===== src/hdl/gpw_pkg.sv =====
// shared types, constants and codes for the group projector weight block
// no dependencies
`default_nettype none
package gpw_pkg;

   localparam int MAX_NODES  = 1024;
   localparam int NODE_AW    = $clog2(MAX_NODES);
   localparam int NODE_CW    = NODE_AW + 1;
   localparam int GROUP_SLOTS = 1024;
   localparam int GROUP_AW   = 10;
   localparam int PROB_W     = 16;
   localparam int COUNT_W    = 11;
   localparam int MASS_W     = 26;
   localparam int WFRAC      = 16;
   localparam int WEIGHT_W   = WFRAC + 1;
   localparam int STEPS      = WFRAC + 1;
   localparam int STEP_W     = $clog2(STEPS + 1);
   localparam int NODE_ENT_W = GROUP_AW + PROB_W;
   localparam int GRP_ENT_W  = COUNT_W + MASS_W;
   localparam int REQ_W      = 40;
   localparam int RSP_W      = 48;
   localparam int CSR_W      = 2;

   localparam logic [WEIGHT_W-1:0] ONE_WEIGHT = WEIGHT_W'(1) << WFRAC;

   typedef enum logic [1:0] {
      CMD_LOAD  = 2'd0,
      CMD_QUERY = 2'd1,
      CMD_CLEAR = 2'd2,
      CMD_NOP   = 2'd3
   } cmd_type;

   typedef enum logic [1:0] {
      KIND_SYM   = 2'd0,
      KIND_LAP   = 2'd1,
      KIND_STOCH = 2'd2,
      KIND_RSVD  = 2'd3
   } kind_type;

   typedef enum logic [1:0] {
      ST_OK        = 2'd0,
      ST_BAD_GROUP = 2'd1,
      ST_ZERO_MASS = 2'd2,
      ST_NO_NODE   = 2'd3
   } status_type;

   typedef enum logic {
      CSR_KIND = 1'b0,
      CSR_ROW  = 1'b1
   } csr_idx_type;

   typedef enum logic [2:0] {
      S_CLEAR,
      S_IDLE,
      S_LOAD,
      S_QNODE,
      S_QGRP,
      S_CALC,
      S_DONE
   } state_type;

   typedef struct packed {
      logic start;
      logic div_mode;
   } unit_ctrl_type;

endpackage
`default_nettype wire


===== src/hdl/gpw_serial_unit.sv =====
// bit-serial unit: one quotient bit of p/mass or one root bit of 1/sqrt(count) per cycle
// depends on gpw_pkg
`default_nettype none
module gpw_serial_unit (
   input  wire logic                           clock,
   input  wire logic                           reset,
   input  wire gpw_pkg::unit_ctrl_type         ctrl,
   input  wire logic [gpw_pkg::PROB_W-1:0]     prob,
   input  wire logic [gpw_pkg::MASS_W-1:0]     mass,
   input  wire logic [gpw_pkg::COUNT_W-1:0]    count,
   output logic                                done,
   output logic      [gpw_pkg::WEIGHT_W-1:0]   result
);
   import gpw_pkg::*;

   localparam int P_W = 2 * WFRAC + 1;
   localparam int B_W = COUNT_W + 2 * WFRAC + 1;
   localparam int T_W = B_W + 1;
   localparam logic [T_W-1:0] NUM = T_W'(1) << (2 * WFRAC);

   logic                busy_ff, busy_in;
   logic                done_ff, done_in;
   logic                mode_ff, mode_in;
   logic                zero_ff, zero_in;
   logic [STEP_W-1:0]   step_ff, step_in;
   logic [WEIGHT_W-1:0] q_ff, q_in;
   logic [MASS_W-1:0]   rem_ff, rem_in;
   logic [WEIGHT_W-1:0] dvd_ff, dvd_in;
   logic [MASS_W-1:0]   mass_ff, mass_in;
   logic [P_W-1:0]      p_ff, p_in;
   logic [P_W-1:0]      a_ff, a_in;
   logic [B_W-1:0]      b_ff, b_in;

   logic [MASS_W:0] div_t;
   logic            div_ge;
   logic [T_W-1:0]  sq_t;
   logic            sq_ok;

   always_comb begin
      div_t  = {rem_ff, dvd_ff[WEIGHT_W-1]};
      div_ge = div_t >= {1'b0, mass_ff};
      sq_t   = T_W'(p_ff) + T_W'(a_ff) + T_W'(b_ff);
      sq_ok  = sq_t <= NUM;

      busy_in = busy_ff;
      done_in = 1'b0;
      mode_in = mode_ff;
      zero_in = zero_ff;
      step_in = step_ff;
      q_in    = q_ff;
      rem_in  = rem_ff;
      dvd_in  = dvd_ff;
      mass_in = mass_ff;
      p_in    = p_ff;
      a_in    = a_ff;
      b_in    = b_ff;

      if (ctrl.start) begin
         busy_in = 1'b1;
         mode_in = ctrl.div_mode;
         zero_in = count == '0;
         step_in = STEP_W'(STEPS);
         q_in    = '0;
         rem_in  = MASS_W'(prob >> 1);
         dvd_in  = {prob[0], {(WEIGHT_W-1){1'b0}}};
         mass_in = mass;
         p_in    = '0;
         a_in    = '0;
         b_in    = B_W'(count) << (2 * WFRAC);
      end else if (busy_ff) begin
         if (mode_ff) begin
            rem_in = div_ge ? MASS_W'(div_t - {1'b0, mass_ff}) : div_t[MASS_W-1:0];
            dvd_in = dvd_ff << 1;
            q_in   = {q_ff[WEIGHT_W-2:0], div_ge};
         end else begin
            if (sq_ok) begin
               p_in = sq_t[P_W-1:0];
               a_in = (a_ff >> 1) + b_ff[P_W-1:0];
            end else begin
               a_in = a_ff >> 1;
            end
            b_in = b_ff >> 2;
            q_in = {q_ff[WEIGHT_W-2:0], sq_ok};
         end
         step_in = step_ff - STEP_W'(1);
         if (step_ff == STEP_W'(1)) begin
            busy_in = 1'b0;
            done_in = 1'b1;
         end
      end
   end

   always_ff @(posedge clock) begin
      if (reset) begin
         busy_ff <= 1'b0;
         done_ff <= 1'b0;
      end else begin
         busy_ff <= busy_in;
         done_ff <= done_in;
      end
      mode_ff <= mode_in;
      zero_ff <= zero_in;
      step_ff <= step_in;
      q_ff    <= q_in;
      rem_ff  <= rem_in;
      dvd_ff  <= dvd_in;
      mass_ff <= mass_in;
      p_ff    <= p_in;
      a_ff    <= a_in;
      b_ff    <= b_in;
   end

   assign done   = done_ff;
   assign result = (zero_ff && !mode_ff) ? '0 : q_ff;
endmodule
`default_nettype wire


===== config.mk =====
export PLATFORM = sky130hd
export DESIGN_NAME = gpw_serial_unit
export DESIGN_NICKNAME = d
export VERILOG_FILES = /design/src/hdl/gpw_pkg.sv /design/src/hdl/gpw_serial_unit.sv
export SDC_FILE = /design/constraint.sdc
export NUM_CORES = 1
export LEC_CHECK = 0
export BUFFER_PORTS_ARGS = -buffer_cell sky130_fd_sc_hd__buf_4
export CORE_AREA = 2 2 167 169
export CTS_CLUSTER_SIZE = 14
export DETAILED_ROUTE_END_ITERATION = 8
export DIE_AREA = 0 0 169 171
export PLACE_DENSITY = 0.72
export RECOVER_POWER = 25
export SLEW_MARGIN = 20
export SYNTH_ARGS = -nofsm -noshare
export SYNTH_HDL_FRONTEND = slang
export SYNTH_SLANG_ARGS = --single-unit
export TNS_END_PERCENT = 1

===== constraint.sdc =====
create_clock -name clock -period 6.35 [get_ports clock]
set_input_delay 1.27 -clock clock [delete_from_list [all_inputs] [get_ports clock]]
set_output_delay 1.27 -clock clock [all_outputs]
set_load 0.005 [all_outputs]

==> impl_metrics.xml <==
<?xml version="1.0" encoding="UTF-8"?>
<metrics>
  <group name="sta">
    <metric name="finalWorstPathRequiredPeriod" unit="ns">5.608</metric>
    <metric name="grt_setup_unrepaired" unit="">false</metric>
    <metric name="worst_slew_pin_slew" unit="ns">3.160</metric>
    <metric name="fin_tns_setup" unit="ns">0</metric>
    <metric name="fin_skew" unit="ns">0.01277</metric>
    <metric name="report.final.setup_viol" unit="">0</metric>
    <metric name="max_freq" unit="MHz">178.3</metric>
    <metric name="finalHoldViolCount" unit="">0</metric>
    <metric name="slew-limit-headroom" unit="%">-110.7</metric>
    <metric name="setup_ws" unit="ns">0.7420</metric>
    <metric name="drv_slew" unit="">64</metric>
    <metric name="final_critical_path_share_of_the_clock_period" unit="%">88.32</metric>
  </group>
  <group name="clock_network">
    <metric name="cts_inserted_buffers" unit="">17</metric>
    <metric name="cts-resized-gates" unit="">0</metric>
    <metric name="cts_hold_buf" unit="">0</metric>
    <metric name="tritoncts" unit="">yes</metric>
    <metric name="worst_setup_hold_path_clk_slew" unit="ns">0.08</metric>
    <metric name="post_cts_buffers" unit="">0</metric>
    <metric name="clock_tree.root_cell" unit="">clkbuf_16</metric>
    <metric name="cts.sinks" unit="">188</metric>
    <metric name="ctsLongestPathBuffers" unit="">2</metric>
    <metric name="worst_skew_pair.late_latency" unit="ns">0.46</metric>
    <metric name="h_tree_depth_reported_by_cts" unit="">4</metric>
  </group>
  <group name="synthesis">
    <metric name="synth_area_per_cell" unit="um2">8.940</metric>
    <metric name="number_of_synthesized_flops_with_an_enable_pin" unit="">55</metric>
    <metric name="post_synth_main_area_contributors" unit="">dfxtp_1 20%, edfxtp_1 12%, ha_1 8.7%</metric>
    <metric name="synth_ff_type" unit="">dfxtp_1</metric>
    <metric name="synth_sequential_area_ratio" unit="%">32.11</metric>
    <metric name="synth_top_cell_by_area" unit="">dfxtp_1</metric>
    <metric name="syn-cell-area" unit="um2">13440</metric>
    <metric name="yosys.area.top_type_share" unit="%">19.82</metric>
    <metric name="ys_seq_elements" unit="">188</metric>
    <metric name="ys_warn_count" unit="">0</metric>
    <metric name="post_synth_num_cell_types" unit="">83</metric>
    <metric name="number_of_standard_cells_after_synthesis" unit="">1503</metric>
    <metric name="ys_async_sr_fraction" unit="%">0</metric>
    <metric name="nets_in_the_synthesized_netlist" unit="">1689</metric>
  </group>
  <group name="setup_path">
    <metric name="critical_path.startpoint_type" unit="">flop</metric>
    <metric name="path_cells" unit="">fa_1, ha_1, fa_1, a211oi_1, o21ai_1, a2111oi_4, o41ai_1, xor2_1, a211o_1, a2111oi_2, nand4_1, a2111oi_4, buf_12, and2_1, buf_4, a211oi_1</metric>
    <metric name="critical_path_peak_fanout" unit="">58</metric>
    <metric name="timing.setup.critical_path_class" unit="">flop to flop</metric>
    <metric name="crit_path_start" unit="">a_ff[1]</metric>
    <metric name="cpLargestDelayFamily" unit="">compound AO/OA/AOI/OAI gates</metric>
    <metric name="max_stage_delay" unit="ns">0.54</metric>
    <metric name="timing.rr.start" unit="">a_ff[1]</metric>
    <metric name="timing.critical_path.arrival" unit="ns">5.78</metric>
    <metric name="worst_path_max_delay_cell" unit="">a2111oi_4</metric>
    <metric name="critPathBufInv" unit="">2</metric>
    <metric name="required" unit="ns">6.52</metric>
    <metric name="timing.critical_path.to_type" unit="">flop</metric>
  </group>
  <group name="hold_path">
    <metric name="timing.hold.worst.start" unit="">p_ff[11]</metric>
    <metric name="min_path_type" unit="">flop to flop</metric>
  </group>
  <group name="place">
    <metric name="dp_worst_slack" unit="ns">0.9553</metric>
    <metric name="dpl.hpwl" unit="um">24830</metric>
    <metric name="gp_congestion" unit="">0.9117</metric>
    <metric name="place_inst" unit="">1862</metric>
    <metric name="port_buffers" unit="">74</metric>
  </group>
  <group name="pwr">
    <metric name="intPower" unit="mW">1.945</metric>
    <metric name="cellLeakagePower" unit="nW">6.450</metric>
    <metric name="peakVddDrop" unit="uV">173.7</metric>
    <metric name="sequentialPowerShare" unit="%">47.9</metric>
    <metric name="p_comb_share" unit="%">11.7</metric>
    <metric name="power.switching" unit="mW">0.7679</metric>
    <metric name="pwr_density_cell" unit="nW/um2">182.4</metric>
    <metric name="clock_power_share" unit="%">40.4</metric>
    <metric name="switching_share" unit="%">28.30</metric>
    <metric name="report.power.total" unit="mW">2.713</metric>
  </group>
  <group name="drt">
    <metric name="drt_total_wl" unit="um">34020</metric>
    <metric name="drt_first_iter_violations" unit="">833</metric>
    <metric name="remaining_design_rule_violation_count" unit="">0</metric>
    <metric name="post_drt_wl_per_cell" unit="um">17.95</metric>
    <metric name="viasPerCell" unit="">6.044</metric>
    <metric name="detailed_routing_iterations_pass_1" unit="">7</metric>
    <metric name="final_antenna_net_count" unit="">0</metric>
    <metric name="route.vias.total" unit="">11460</metric>
  </group>
  <group name="cells_and_area">
    <metric name="areaGrowthSynthToFinish" unit="%">10.68</metric>
    <metric name="regArea" unit="um2">4314</metric>
    <metric name="finish.net_count" unit="">1723</metric>
    <metric name="fillers" unit="">2512</metric>
    <metric name="layoutNonFillerInstCount" unit="">1896</metric>
    <metric name="antenna_cells" unit="">0</metric>
    <metric name="multi_input_area" unit="um2">8583</metric>
    <metric name="drive_gt1_share" unit="%">9.484</metric>
  </group>
  <group name="global_routing">
    <metric name="grt.overflow.total" unit="">0</metric>
    <metric name="via_count_of_the_first_global_routing_pass" unit="">11130</metric>
    <metric name="grt_first_pass_wirelength" unit="um">55900</metric>
    <metric name="grtUsageTotal" unit="%">23.93</metric>
    <metric name="antenna_found_initial" unit="">0</metric>
    <metric name="grt_start_max_net_pins" unit="">64</metric>
  </group>
  <group name="die">
    <metric name="number_of_top_level_pins" unit="">75</metric>
    <metric name="row_count" unit="">61</metric>
    <metric name="fp.dieH" unit="um">171</metric>
    <metric name="floorplan_core_area" unit="um2">27320</metric>
    <metric name="fp.dieArea" unit="um2">28900</metric>
    <metric name="floorplan.die.width" unit="um">169</metric>
    <metric name="floorplan.initialDensity" unit="%">49.18</metric>
  </group>
  <group name="status">
    <metric name="failed_checks" unit="">capacitance limit, slew limit</metric>
    <metric name="outcome" unit="">finished with violations</metric>
  </group>
  <group name="job">
    <metric name="max_cap_viol_count" unit="">1</metric>
  </group>
</metrics>
## routing by layer
layer	global-route usage, %	vias up	part of all wire, %
met2	41.63	307	48
met3	3.747	59	4.2
met4	9.365	0	2.9
li1	-	5592	-
met5	0	-	0
met1	29.88	5502	45
## path summary, 6_finish.rpt
kind / end / slack, ns / cells past startpoint
min reg2reg: p_ff[11] / 0.49 / 2
min: p_ff[11] / 0.49 / 2
max reg2reg: p_ff[3] / 0.74 / 16
max: p_ff[3] / 0.74 / 16
## kinds of logic (layout without fill, tap and decap cells)
kind of cell | count (synthesis) | in the layout | synth area share, %
simple gates | 414 | 414 | 14.83
buf+inv | 144 | 191 | 4.228
fa+ha+maj | 129 | 129 | 14.02
flops | 188 | 188 | 32.11
compound gates | 485 | 485 | 24.72
mux | 71 | 71 | 5.392
xor+xnor | 72 | 72 | 4.693
## worst min-delay path: stages, from the launching register on
cell     delay, ns
dfxtp_1       0.34
nand2_1       0.06
o21ai_1       0.05
## metrics by stage
step | hold WS (ns) | util [%] | area, um2
after CTS | 0.4876 | 54.29 | 14830
after global routing | 0.5092 | 54.43 | 14870
after detailed placement | 0.4744 | 52.16 | 14250
final | 0.4857 | 54.43 | 14870
after global placement | 0.4658 | 52.16 | 14250
after floorplan | 0.4515 | - | 13440
## power by group through the flow
| stage | Combinational [mW] | Sequential [mW] | Clock (mW) |
|---|---|---|---|
| after floorplan | 0.227 | 1.32 | 0 |
| after global placement | 0.309 | 1.33 | 0 |
| after detailed placement | 0.314 | 1.33 | 0 |
| after CTS | 0.316 | 1.30 | 1.11 |
| after global routing | 0.351 | 1.31 | 1.15 |
| final | 0.317 | 1.30 | 1.10 |
## cell type report
type	instances	area share [%]
clock buffer	18	2.953
sequential	188	29.01
multi-input combinational	1171	57.71
inverter	72	1.817
tap	346	2.911
timing repair buffer	87	4.627
clock inverter	14	0.9675
## synthesized netlist by cell type, types with 11 or more instances
cell type / instances
mux2i_1: 60
a211oi_1: 27
a22o_1: 44
nand3_1: 32
a21o_1: 47
or3_1: 11
nand2b_1: 14
clkbuf_1: 59
and2_1: 30
o21ai_1: 37
xnor2_1: 40
fa_1: 36
nor2_1: 88
a21oi_1: 108
mux2_2: 11
xor2_1: 32
a31o_1: 11
edfxtp_1: 55
dfxtp_1: 133
inv_1: 72
nor2b_1: 13
and3_1: 14
o21bai_1: 12
nand2_1: 143
ha_1: 93
nand4_1: 12
nor3_1: 23
o21a_1: 16
o21ai_0: 77
## placed cells by master, fill, tap and decap left out, drive strengths merged, types with 28 or more instances in the layout
cell type,instances
nand2,144
a21oi,108
ha,93
and2,30
xor2,32
nor2,88
a211oi,28
buf,55
dfxtp,133
a22o,44
fa,36
xnor2,40
nand3,32
mux2i,60
clkbuf,50
o21ai,114
edfxtp,55
inv,81
a21o,47
## flip-flops by register name (all words and copies together) (netlist names)
name and cells:
p_ff 33, rem_ff 26, zero_ff 1, step_ff 5, busy_ff 1, done 1, mass_ff 26, mode_ff 1
a_ff 33, b_ff 43, q_ff 17, dvd_ff 1
(Power assumes the default switching activity.)
